<file path="src/lig_pkg.sv">
// Package: shared constants, types and helpers for the interpolation gradient core.
`timescale 1ns / 1ps
package lig_pkg;

  localparam int MAX_KNOTS  = 64;
  localparam int IDX_W      = $clog2(MAX_KNOTS);
  localparam int KCNT_W     = IDX_W + 1;
  localparam int DATA_W     = 32;
  localparam int FRAC_BITS  = 16;

  // Request kinds
  typedef enum logic [1:0] {
    REQ_LOAD  = 2'd0,
    REQ_QUERY = 2'd1,
    REQ_READ  = 2'd2,
    REQ_NONE  = 2'd3
  } req_kind_t;

  typedef struct packed {
    logic [1:0]               req_type;
    logic [IDX_W-1:0]         knot_index;
    logic signed [DATA_W-1:0] knot_x;
    logic signed [DATA_W-1:0] knot_y;
    logic signed [DATA_W-1:0] query_t;
    logic signed [DATA_W-1:0] query_weight;
  } in_item_t;

  typedef struct packed {
    logic [1:0]               result_kind;
    logic signed [DATA_W-1:0] query_grad;
    logic signed [DATA_W-1:0] knot_grad;
  } out_item_t;

  // Controller states
  typedef enum logic [4:0] {
    S_IDLE, S_RD_ACC, S_Q_INIT, S_WALK, S_WALK_CHK, S_TOP_RD, S_TOP_CHK, S_BOT,
    S_SEG_RD0, S_SEG_RD1, S_SEG_CAP, S_MUL_LO, S_MUL_HI, S_DIV_INIT, S_DIV,
    S_DIV_END, S_ACC_RD, S_ACC_WR, S_FINISH
  } state_t;

  // Datapath operations
  typedef enum logic [4:0] {
    OP_NONE, OP_LOAD, OP_RD_ACC, OP_Q_INIT, OP_WALK_RD, OP_WALK_DEC, OP_TOP_RD,
    OP_TOP_CHK, OP_BOT, OP_SEG_RD0, OP_SEG_RD1, OP_SEG_CAP, OP_MUL_LO, OP_MUL_HI,
    OP_DIV_INIT, OP_DIV_STEP, OP_DIV_END, OP_ACC_RD, OP_ACC_WR, OP_FINISH
  } dp_op_t;

  typedef struct packed {
    logic   capture;
    dp_op_t op;
  } dp_cmd_t;

  typedef struct packed {
    logic k_zero;
    logic k_is_nk;
    logic t_gt;
    logic div_done;
    logic sel_s;
    logic pair_pending;
    logic out_free;
  } dp_status_t;

  // Saturate a 34-bit signed sum to 32 bits
  function automatic logic signed [DATA_W-1:0] sat34(input logic signed [DATA_W+1:0] v);
    logic signed [DATA_W+1:0] hi;
    logic signed [DATA_W+1:0] lo;
    hi = {{2{1'b0}}, 1'b0, {(DATA_W-1){1'b1}}};
    lo = {{2{1'b1}}, 1'b1, {(DATA_W-1){1'b0}}};
    if (v > hi) begin
      sat34 = {1'b0, {(DATA_W-1){1'b1}}};
    end else if (v < lo) begin
      sat34 = {1'b1, {(DATA_W-1){1'b0}}};
    end else begin
      sat34 = v[DATA_W-1:0];
    end
  endfunction

endpackage

</file>
<file path="src/lig_ctrl.sv">
// Controller: sequences load, read and query transactions through the datapath.
`timescale 1ns / 1ps
module lig_ctrl import lig_pkg::*; (
  input  logic       clk,
  input  logic       rst_n,
  input  logic       in_valid,
  input  logic [1:0] in_req_type,
  output logic       in_stall,
  input  dp_status_t st,
  output dp_cmd_t    cmd
);

  state_t state_r, state_nxt;

  // State register
  always_ff @(posedge clk) begin
    if (!rst_n) begin
      state_r <= S_IDLE;
    end else begin
      state_r <= state_nxt;
    end
  end

  // Next state
  always_comb begin
    state_nxt = state_r;
    unique case (state_r)
      S_IDLE: begin
        if (in_valid) begin
          unique case (in_req_type)
            REQ_QUERY: state_nxt = S_Q_INIT;
            REQ_READ:  state_nxt = S_RD_ACC;
            default:   state_nxt = S_FINISH;
          endcase
        end
      end
      S_RD_ACC:   state_nxt = S_FINISH;
      S_Q_INIT:   state_nxt = S_WALK;
      S_WALK: begin
        if (st.k_zero) begin
          state_nxt = S_BOT;
        end else if (st.k_is_nk) begin
          state_nxt = S_TOP_RD;
        end else begin
          state_nxt = S_WALK_CHK;
        end
      end
      S_WALK_CHK: state_nxt = st.t_gt ? S_SEG_RD0 : S_WALK;
      S_TOP_RD:   state_nxt = S_TOP_CHK;
      S_TOP_CHK:  state_nxt = st.t_gt ? S_ACC_RD : S_WALK;
      S_BOT:      state_nxt = S_ACC_RD;
      S_SEG_RD0:  state_nxt = S_SEG_RD1;
      S_SEG_RD1:  state_nxt = S_SEG_CAP;
      S_SEG_CAP:  state_nxt = S_MUL_LO;
      S_MUL_LO:   state_nxt = S_MUL_HI;
      S_MUL_HI:   state_nxt = S_DIV_INIT;
      S_DIV_INIT: state_nxt = S_DIV;
      S_DIV:      state_nxt = st.div_done ? S_DIV_END : S_DIV;
      S_DIV_END:  state_nxt = st.sel_s ? S_ACC_RD : S_MUL_LO;
      S_ACC_RD:   state_nxt = S_ACC_WR;
      S_ACC_WR:   state_nxt = st.pair_pending ? S_ACC_RD : S_FINISH;
      S_FINISH:   state_nxt = st.out_free ? S_IDLE : S_FINISH;
      default:    state_nxt = S_IDLE;
    endcase
  end

  // Command outputs
  always_comb begin
    cmd.capture = 1'b0;
    cmd.op      = OP_NONE;
    in_stall    = 1'b1;
    unique case (state_r)
      S_IDLE: begin
        in_stall    = 1'b0;
        cmd.capture = in_valid;
        if (in_valid && in_req_type == REQ_LOAD) begin
          cmd.op = OP_LOAD;
        end
      end
      S_RD_ACC:   cmd.op = OP_RD_ACC;
      S_Q_INIT:   cmd.op = OP_Q_INIT;
      S_WALK: begin
        if (!st.k_zero && !st.k_is_nk) begin
          cmd.op = OP_WALK_RD;
        end
      end
      S_WALK_CHK: cmd.op = st.t_gt ? OP_NONE : OP_WALK_DEC;
      S_TOP_RD:   cmd.op = OP_TOP_RD;
      S_TOP_CHK:  cmd.op = OP_TOP_CHK;
      S_BOT:      cmd.op = OP_BOT;
      S_SEG_RD0:  cmd.op = OP_SEG_RD0;
      S_SEG_RD1:  cmd.op = OP_SEG_RD1;
      S_SEG_CAP:  cmd.op = OP_SEG_CAP;
      S_MUL_LO:   cmd.op = OP_MUL_LO;
      S_MUL_HI:   cmd.op = OP_MUL_HI;
      S_DIV_INIT: cmd.op = OP_DIV_INIT;
      S_DIV:      cmd.op = st.div_done ? OP_NONE : OP_DIV_STEP;
      S_DIV_END:  cmd.op = OP_DIV_END;
      S_ACC_RD:   cmd.op = OP_ACC_RD;
      S_ACC_WR:   cmd.op = OP_ACC_WR;
      S_FINISH:   cmd.op = st.out_free ? OP_FINISH : OP_NONE;
      default:    cmd.op = OP_NONE;
    endcase
  end

endmodule

</file>
<file path="config.mk">
export PLATFORM = sky130hd
export DESIGN_NAME = lig_ctrl
export DESIGN_NICKNAME = d
export VERILOG_FILES = /design/src/lig_pkg.sv /design/src/lig_ctrl.sv
export SDC_FILE = /design/constraint.sdc
export NUM_CORES = 1
export LEC_CHECK = 0
export ABC_AREA = 0
export BUFFER_PORTS_ARGS = -buffer_cell sky130_fd_sc_hd__buf_2
export CAP_MARGIN = 20
export CORE_MARGIN = 2
export CORE_UTILIZATION = 46
export DETAILED_ROUTE_END_ITERATION = 7
export PLACE_DENSITY_LB_ADDON = 0.2
export SYNTH_ARGS = -nofsm -noshare
export SYNTH_HDL_FRONTEND = slang
export SYNTH_SLANG_ARGS = --single-unit
</file>
<file path="constraint.sdc">
create_clock -name clk -period 2.8 [get_ports clk]
set_input_delay 0.14 -clock clk [delete_from_list [all_inputs] [get_ports clk]]
set_output_delay 0.14 -clock clk [all_outputs]
set_load 0.05 [all_outputs]
</file>
==> summary.md, run 1 <==
| Metric | Value |
|---|---|
| Post-DP HPWL | `~1.2 mm` |
| Pint | `0.3282 mW` |
| Core Util, Final | `a little under 60%` |
| Via/cell ratio | `6.008` |
| Largest register by flop count | `state_r` |
| GPL Wtd Cong | `0.9048` |
| GR Overflow Total | `0` |
| Post-CTS Setup Repair Bufs | `0` |
| Clock transition at path regs | `0.04 ns` |
| Number of I/O pins | `19` |
| Starting Density | `~50%` |
| Pwr dens | `1096 nW/µm²` |
| Die X | `just over 40 µm` |
| Final wirelength | `1.658 mm` |
| Crit path launch | `state_r[4]` |
| Non-filler instance count after layout | `between 100 and 150` |
| Post-synthesis sequential area ratio | `about 16%` |
| Nets in the synthesized netlist | `~110` |
| Clk pwr share | `10.4%` |
| RR Startpoint | `state_r[2]` |
| EDFF count, synth | `0` |
| Unrepaired setup endpoints after global routing | `false` |
| Critical path class | `reg -> out` |
| Psw | `0.5003 mW` |
| Peak supply drop | `roughly 500 µV` |
| Final Cycle Share | `72.38%` |
| WL/cell | `roughly 13 µm` |
| Gr usage total | `between 20% and 30%` |
| Latest clock arrival within the worst-skew pair | `0.25 ns` |
| Skew final | `0.002396 ns` |
| Num rows | `13` |
| Slew headroom | `59.40%` |
| Slew Limit Fails | `0` |
| CORE AREA | `1301 µm²` |
| Power share of the combinational group | `68.7%` |
| Initial antenna violation count | `0` |
| Met2 WL | `798 µm` |
| CTS resizes | `0` |
| Drt drc | `0` |
| Async set or reset register ratio after synthesis | `0%` |
| First-pass GRT wire length | `2.849 mm` |
| Leak | `approximately 0.31 nW` |
| Wl on met1 | `686 µm` |
| Max Cap Violations | `0` |
| Max Buffers Root-to-Sink | `2` |
| TritonCTS clock tree | `done` |
| Final hold vios | `0` |
| YS warnings | `0` |
| Status | `finished, final reports clean` |
| Worst r2r dst | `state_r[0]` |
| Unique cell type count in the Yosys netlist | `36` |
| Sw Share | `60.39%` |
| DR WL met3 | `166 µm` |
| Post-synthesis sequential element count | `5` |
| Top FF cell, synth | `dfxtp_1` |
| Detail Route Antenna Nets | `0` |
| 1st-iter DRT viols | `41` |
| CTS Root Cell | `clkbuf_4` |
| Share of cells above drive strength 1 | `25.89%` |
| Total CTS buffers | `3` |
| First-pass DRT Iterations | `4` |
| Area grow syn2layout | `17.05%` |
| Port Buffers | `18` |
| Hold crit path type | `in -> reg` |
| Setup crit end | `cmd[0]` |
| Synth Instances | `95` |
| CP Data Arrival Time | `1.89 ns` |
| Final Setup Violations | `0` |
| Vias in the first global route | `between 600 and 700` |
| Synth Cell Area | `645.6 µm²` |
| Final min period | `2.027 ns` |
| Dpl cells | `around 120` |
| Fillers | `137` |
| DIE HEIGHT | `41.47 µm` |
| Max reg flops | `5` |
| Highest routed layer | `met4` |
| CTS H-tree depth | `1` |
| Reg2Reg Depth | `4` |
| Startpoint types | `flop` |
| # diodes | `0` |
| Nets@finish | `127` |
| Worst-path fanout max | `16` |
| Worst-Margin Slew | `0.6081 ns` |
| Most frequent cells in the layout | `buf_2 (18), a21oi_1 (9), nor2_1 (8)` |
| Synth Area per Inst | `6.796 µm²` |
| Die area | `about 1700 µm²` |
| Most common cell after layout, fill and taps aside | `buf_2` |
| Setup TNS | `0 ns` |
| Hold Buf Count CTS | `0` |
| Peak Freq | `0.4934 GHz` |
| CP Capture Type | `output pin` |
| Largest regs | `state_r (5)` |
| Worst Path Required | `2.66 ns` |
| Flop pwr share | `between 20% and 30%` |
| Largest net degree at the start of global routing | `18` |
| Clk sink count | `5` |
| DR vias | `about 760` |
| R2R Setup Slk | `1.21 ns` |
==> worst max-delay path: stages, from the launching register on <==
cell	delay (ns)
dfxtp_1	0.70
nand2b_1	0.14
nor2_1	0.27
o211ai_1	0.17
nand4_1	0.09
buf_2	0.26
==> worst min path at each step <==
stage	end	cells after the start	slack (ns)	from
6_report	state_r[4]	3	0.21	rst_n
3_5_place_dp	state_r[4]	3	0.46	rst_n
4_1_cts	state_r[4]	3	0.20	rst_n
2_1_floorplan	state_r[4]	2	0.31	rst_n
5_1_grt	state_r[4]	3	0.21	rst_n
3_3_place_gp	state_r[4]	3	0.46	rst_n
==> cells by family (layout without fill, tap and decap cells) <==
group,Yosys count,in the layout,synth area share (%)
and+or+nand+nor,40,40,35.08
adders and majority gates,2,2,3.875
buffers and inverters,14,31,9.111
AOI/OAI and AO/OA,34,34,36.43
DFF,5,5,15.50
==> power groups by stage <==
stage	combinational [mW]	sequential, mW	clock [mW]
final	0.569	0.173	0.0864
after global routing	0.613	0.181	0.0961
after CTS	0.571	0.170	0.0884
after detailed placement	0.568	0.170	0
after global placement	0.568	0.173	0
after floorplan	0.517	0.115	0
==> cell type report <==
type | count | area, µm² | area share [%]
sequential | 5 | 100.1 | 13.25
multi-input combinational | 76 | 486.7 | 64.40
inverter | 9 | 33.78 | 4.470
tap | 15 | 18.77 | 2.483
clock buffer | 4 | 26.28 | 3.477
timing repair buffer | 18 | 90.09 | 11.92
==> synthesized netlist by cell type, drive strengths merged (2+ instances only) <==
master / instances / area, µm²
o211ai: 4 / 43.79
inv: 9 / 33.79
o311ai: 2 / 17.52
nor2: 8 / 30.03
ha: 2 / 25.02
o21ai: 7 / 38.78
nand2b: 3 / 18.77
a31oi: 3 / 18.77
clkbuf: 2 / 7.510
nand3: 5 / 25.02
a21o: 3 / 22.52
nor3: 4 / 31.28
nand4: 3 / 18.77
and2: 3 / 18.77
dfxtp: 5 / 100.1
nand2: 7 / 26.28
nor4: 2 / 18.77
a21oi: 9 / 45.04
buf: 3 / 17.52
or2: 2 / 17.52
==> per-stage QoR <==
stage	worst slack [ns]	power (mW)	hold WS (ns)	instance area, µm²
after CTS	0.7837	0.8286	0.2021	755.7
after floorplan	1.028	0.6323	0.3080	645.6
after global routing	0.6514	0.8901	0.2148	755.7
final	0.7734	0.8284	0.2062	755.7
after global placement	1.054	0.7412	0.4606	729.5
after detailed placement	1.054	0.7386	0.4630	729.5
==> metal layers <==
layer / global-route usage, % / vias to the layer above
met5: 0 / -
met4: 5.161 / 0
met3: 6.087 / 2
met2: 33.44 / 41
met1: 26.98 / 336
li1: - / 384
Power figures use the tool's default switching activity.
==> run 2, diff against run 1 <==
==> constraint.sdc (replaced) <==
create_clock -name clk -period 2.1 [get_ports clk]
set_input_delay 0.105 -clock clk [delete_from_list [all_inputs] [get_ports clk]]
set_output_delay 0.105 -clock clk [all_outputs]
set_load 0.05 [all_outputs]
==> run 2 against run 1 <==
Die area did not move; critical endpoint unchanged; critical path type unchanged; wire length rose by 11%; cell count rose by 1.6%; clock-buffer cell count did not move; total power rose by 35%; critical path depth did not move; clock power rose by 28%; highest routed layer unchanged; setup slack got worse by 0.62 ns.
==> summary.md, run 2 (synthesis results as in run 1) <==
| Metric | Value |
|---|---|
| Num rows | `13` |
| Via/cell ratio | `6.302` |
| Die X | `41.47 µm` |
| Leak | `0.3256 nW` |
| Slew Limit Fails | `0` |
| Final Setup Violations | `0` |
| Hold Startpoint | `rst_n` |
| Hold Crit Endpoint | `state_r[1]` |
| Setup TNS | `0 ns` |
| Peak Freq | `0.5124 GHz` |
| Hold crit path type | `in -> reg` |
| Worst-path fanout max | `11` |
| WL/cell | `between 10 and 15 µm` |
| Final total power | `1.120 mW` |
| Fillers | `between 100 and 150` |
| Critical path class | `reg -> out` |
| Slew headroom | `62.39%` |
| Worst Path Required | `2.00 ns` |
| TritonCTS clock tree | `done` |
| Reg2Reg Depth | `4` |
| # diodes | `0` |
| Startpoint types | `flop` |
| Status | `finished, final reports clean` |
| Starting Density | `49.62%` |
| Worst-Margin Slew | `0.5633 ns` |
| R2R Setup Slk | `0.55 ns` |
| Most common cell after layout, fill and taps aside | `buf_2` |
| Skew final | `0.005385 ns` |
| DIE HEIGHT | `between 40 and 50 µm` |
| Clk sink count | `5` |
| WHS Path Cells | `3` |
| CTS resizes | `0` |
| Most frequent cells in the layout | `buf_2 (18), a21oi_1 (9), nor2_1 (8)` |
| Initial antenna violation count | `0` |
| Total CTS buffers | `3` |
| Share of cells above drive strength 1 | `27.19%` |
| Area of the multi-input gates | `486.7 µm²` |
| Area grow syn2layout | `19.38%` |
| Pwr dens | `around 1500 nW/µm²` |
| Unrepaired setup endpoints after global routing | `false` |
| Number of I/O pins | `19` |
| Max reg flops | `5` |
| Final Cycle Share | `between 90 and 100%` |
| FF+latch area | `about 100 µm²` |
| CP Capture Type | `output pin` |
| GR Overflow Total | `0` |
| Vias in the first global route | `roughly 730` |
| Max Cap Violations | `0` |
| Gr usage total | `roughly 22%` |
| Worst r2r dst | `state_r[0]` |
| CP Data Arrival Time | `1.85 ns` |
| Largest net degree at the start of global routing | `18` |
| RR Startpoint | `state_r[2]` |
| Largest regs | `state_r (5)` |
| Peak supply drop | `737.7 µV` |
| First-pass GRT wire length | `2.987 mm` |
| Detail Route Antenna Nets | `0` |
| Post-CTS Setup Repair Bufs | `0` |
| CTS H-tree depth | `1` |
| Final min period | `1.951 ns` |
| GPL Wtd Cong | `0.9073` |
| Final hold vios | `0` |
| DR vias | `813` |
| Latest clock arrival within the worst-skew pair | `0.24 ns` |
| 1st-iter DRT viols | `40` |
| Final wirelength | `roughly 1.8 mm` |
| Post-DP HPWL | `1.348 mm` |
| Clock transition at path regs | `around 0.05 ns` |
| Port Buffers | `18` |
| Hold Buf Count CTS | `0` |
| Drt drc | `0` |
| CTS Root Cell | `clkbuf_4` |
| First-pass DRT Iterations | `4` |
| Die area | `1719 µm²` |
| Nets@finish | `129` |
| CORE AREA | `1301 µm²` |
| Largest register by flop count | `state_r` |
| Max Buffers Root-to-Sink | `2` |
-- run 2: changes by cell type in the layout (fill, tap and decap cells not counted) --
cell	previous run	this run
buf_4	0	2
-- run 2: power by group --
group	leakage (nW)	switching, mW	internal [mW]
Combinational	0.270	0.542	0.254
Clock	0.0150	0.0396	0.0719
Sequential	0.0409	0.0900	0.122
-- run 2: routing by layer --
metal	up-vias	global-route usage (%)	routed length, µm
met5	-	0	0
met3	10	2.174	182
met2	58	36.56	845
met4	0	11.61	43
met1	357	26.67	763
li1	388	-	-
-- run 2: worst max-delay path by stage --
stage	start	endpoint	slack, ns	depth (start not counted)
after floorplan	state_r[1]	cmd[2]	0.36	5
after global placement	state_r[2]	cmd[0]	0.48	5
after detailed placement	state_r[2]	cmd[0]	0.48	5
after CTS	state_r[2]	cmd[0]	0.21	5
after global routing	state_r[2]	cmd[0]	0.08	5
final	state_r[2]	cmd[0]	0.15	5
-- run 2: layout make-up --
type / instances / share of cell area [%]
flip-flops and latches: 5 / 12.99
well taps: 15 / 2.435
inverters: 9 / 4.383
repair buffers: 20 / 13.64
multi-input cells: 76 / 63.15
clock buffers: 4 / 3.409
-- run 2: critical path, stage by stage (launching register included) --
cell and delay, ns:
dfxtp_1 0.55, inv_1 0.16, nor3_1 0.37, o211ai_1 0.15
nand4_1 0.11, buf_2 0.26
-- run 2: stage by stage --
stage / cells / hold WS (ns) / utilization [%] / worst slack (ns) / cell area (µm²)
global placement: 125 / 0.4247 / 57.21 / 0.4830 / 744.5
detailed placement: 125 / 0.4307 / 57.21 / 0.4803 / 744.5
global route: 129 / 0.1959 / 59.23 / 0.08148 / 770.7
floorplan: 95 / 0.2730 / - / 0.3629 / 645.6
CTS: 129 / 0.1799 / 59.23 / 0.2063 / 770.7
finish: 129 / 0.1812 / 59.23 / 0.1485 / 770.7
==> run 3, diff against run 2 <==
--- a/config.mk
+++ b/config.mk
@@ -9,7 +9,7 @@
 export BUFFER_PORTS_ARGS = -buffer_cell sky130_fd_sc_hd__buf_2
 export CAP_MARGIN = 20
 export CORE_MARGIN = 2
-export CORE_UTILIZATION = 46
+export CORE_UTILIZATION = 49
 export DETAILED_ROUTE_END_ITERATION = 7
 export PLACE_DENSITY_LB_ADDON = 0.2
 export SYNTH_ARGS = -nofsm -noshare
==> run 3 against run 2 <==
Critical path depth stayed put; clock-buffer cell count stayed put; setup slack better by 0.10 ns; fmax is 5.5% higher; worst hold slack worse by 0.0022 ns; via count is 6.2% lower; sequential cell count stayed put; first-iteration DRC count is 28% lower; non-clock buffer count is 2 lower; register-to-register slack hardly changed; critical path type unchanged; critical endpoint is now cmd[1]; largest cell class unchanged.
==> summary.md, run 3 (synthesis results as in run 1) <==
| Metric | Value |
|---|---|
| Post-DP HPWL | `1.291 mm` |
| Area grow syn2layout | `17.44%` |
| CTS Root Cell | `clkbuf_4` |
| Design Area, Final | `approximately 760 µm²` |
| Flop pwr share | `20.8%` |
| Final total power | `roughly 1.1 mW` |
| Clock transition at path regs | `0.04 ns` |
| Sw Share | `about three fifths` |
| Most frequent cells in the layout | `buf_2 (18), a21oi_1 (9), nor2_1 (8)` |
| Largest register by flop count | `state_r` |
| Die X | `approximately 40 µm` |
| Pwr dens | `1459 nW/µm²` |
| Detail Route Antenna Nets | `0` |
| Psw | `about 0.67 mW` |
| Worst hold margin | `0.1790 ns` |
| Status | `finished, final reports clean` |
| Initial antenna violation count | `0` |
| Met1 Use GR | `29.00%` |
| Die area | `1624 µm²` |
| TritonCTS clock tree | `done` |
| DIE HEIGHT | `40.30 µm` |
| Power share of the combinational group | `69.4%` |
| DR vias | `approximately 760` |
| Worst-path fanout max | `16` |
| Setup TNS | `0 ns` |
| Post-CTS Setup Repair Bufs | `0` |
| Peak Freq | `0.5408 GHz` |
| CORE AREA | `1269 µm²` |
| Core Util, Final | `between 50% and 60%` |
| Hold Buf Count CTS | `0` |
| Slew headroom | `65.17%` |
| Peak supply drop | `946.8 µV` |
| Final min period | `1.849 ns` |
| Startpoint types | `flop` |
| 1st-iter DRT viols | `29` |
| GR Overflow Total | `0` |
| Grt met3 use | `6.667%` |
| Port Buffers | `18` |
| Leak | `0.3158 nW` |
| Final Setup Violations | `0` |
| CP Capture Type | `output pin` |
| CP Data Arrival Time | `1.74 ns` |
| Final Cycle Share | `88.05%` |
| Pint | `~0.44 mW` |
| WL/cell | `13.35 µm` |
| Vias in the first global route | `around 570` |
| GPL Wtd Cong | `0.9341` |
| Latest clock arrival within the worst-skew pair | `between 0.2 and 0.25 ns` |
| Placed Area | `between 700 and 800 µm²` |
| Worst-Margin Slew | `0.5217 ns` |
| Largest regs | `state_r (5)` |
| Clk pwr share | `under 10%` |
| Largest net degree at the start of global routing | `18` |
| CTS H-tree depth | `1` |
| Gr usage total | `22.25%` |
| Slew Limit Fails | `0` |
| First-pass DRT Iterations | `4` |
| Num rows | `13` |
| Worst Path Required | `2.00 ns` |
| Busiest grt layer | `met2` |
| Final hold vios | `0` |
| R2R Setup Slk | `0.56 ns` |
| Total CTS buffers | `3` |
| Met2 Usage GRT | `35.89%` |
| Max Cap Violations | `0` |
| Hold crit path type | `in -> reg` |
| # diodes | `0` |
| Clk sink count | `5` |
| Skew final | `0.001028 ns` |
| Max reg flops | `5` |
| Critical path class | `reg -> out` |
| Max Buffers Root-to-Sink | `2` |
| Final wirelength | `approximately 1.7 mm` |
| Via/cell ratio | `6.008` |
| Unrepaired setup endpoints after global routing | `false` |
| Starting Density | `about 51%` |
| Share of cells above drive strength 1 | `approximately 28%` |
| Drt drc | `0` |
| Nets@finish | `127` |
| Most common cell after layout, fill and taps aside | `buf_2` |
| Fillers | `129` |
| First-pass GRT wire length | `between 2 and 2.5 mm` |
| Number of I/O pins | `19` |
-- run 3: cell count changes in the layout (fill, tap and decap cells not counted), sizes merged --
cell and delta:
buf -2
-- run 3: area by class of cell --
| class | instances | area (µm²) | area share (%) |
|---|---|---|---|
| Multi-Input combinational cell | 76 | 486.7 | 64.19 |
| Sequential cell | 5 | 102.6 | 13.53 |
| Timing Repair Buffer | 18 | 90.09 | 11.88 |
| Inverter | 9 | 33.78 | 4.455 |
| Clock buffer | 4 | 26.28 | 3.465 |
| Tap cell | 15 | 18.77 | 2.475 |
-- run 3: timing repair --
| action | in CTS | in global routing |
|---|---|---|
| endpoints found under the setup margin | 0 | 1 |
| gates resized for setup | 0 | 2 |
| endpoints found under the hold margin | 0 | 0 |
-- run 3: stage by stage --
stage                     worst slack (ns)  cells
final                               0.2509    127
after global routing               0.08643    127
after global placement              0.3433    123
after CTS                          0.07505    127
after floorplan                     0.3629     95
after detailed placement            0.3371    123
-- run 3: routing by layer --
layer / routed length (µm) / vias to the layer above
met5: 0 / -
li1: - / 383
met2: 809 / 42
met1: 749 / 336
met4: 17 / 0
met3: 120 / 2
-- run 3: critical path: stages (launching register included) --
cell      delay (ns)
dfxtp_1         0.58
inv_1           0.19
a21oi_1         0.22
o221ai_1        0.14
o21ai_1         0.10
buf_2           0.28
-- run 3: power by group through the flow --
| stage | Combinational (mW) | Sequential (mW) | Clock [mW] |
|---|---|---|---|
| 4_1_cts | 0.768 | 0.223 | 0.113 |
| 2_1_floorplan | 0.689 | 0.154 | 0 |
| 6_report | 0.768 | 0.230 | 0.108 |
| 5_1_grt | 0.823 | 0.239 | 0.123 |
| 3_5_place_dp | 0.766 | 0.226 | 0 |
| 3_3_place_gp | 0.764 | 0.226 | 0 |
-- run 3: final timing paths --
check	from	to	depth (start not counted)
setup / recovery	state_r[1]	cmd[1]	5
hold / removal	rst_n	state_r[4]	3
setup reg to reg	state_r[1]	state_r[2]	5
hold reg to reg	state_r[2]	state_r[2]	2
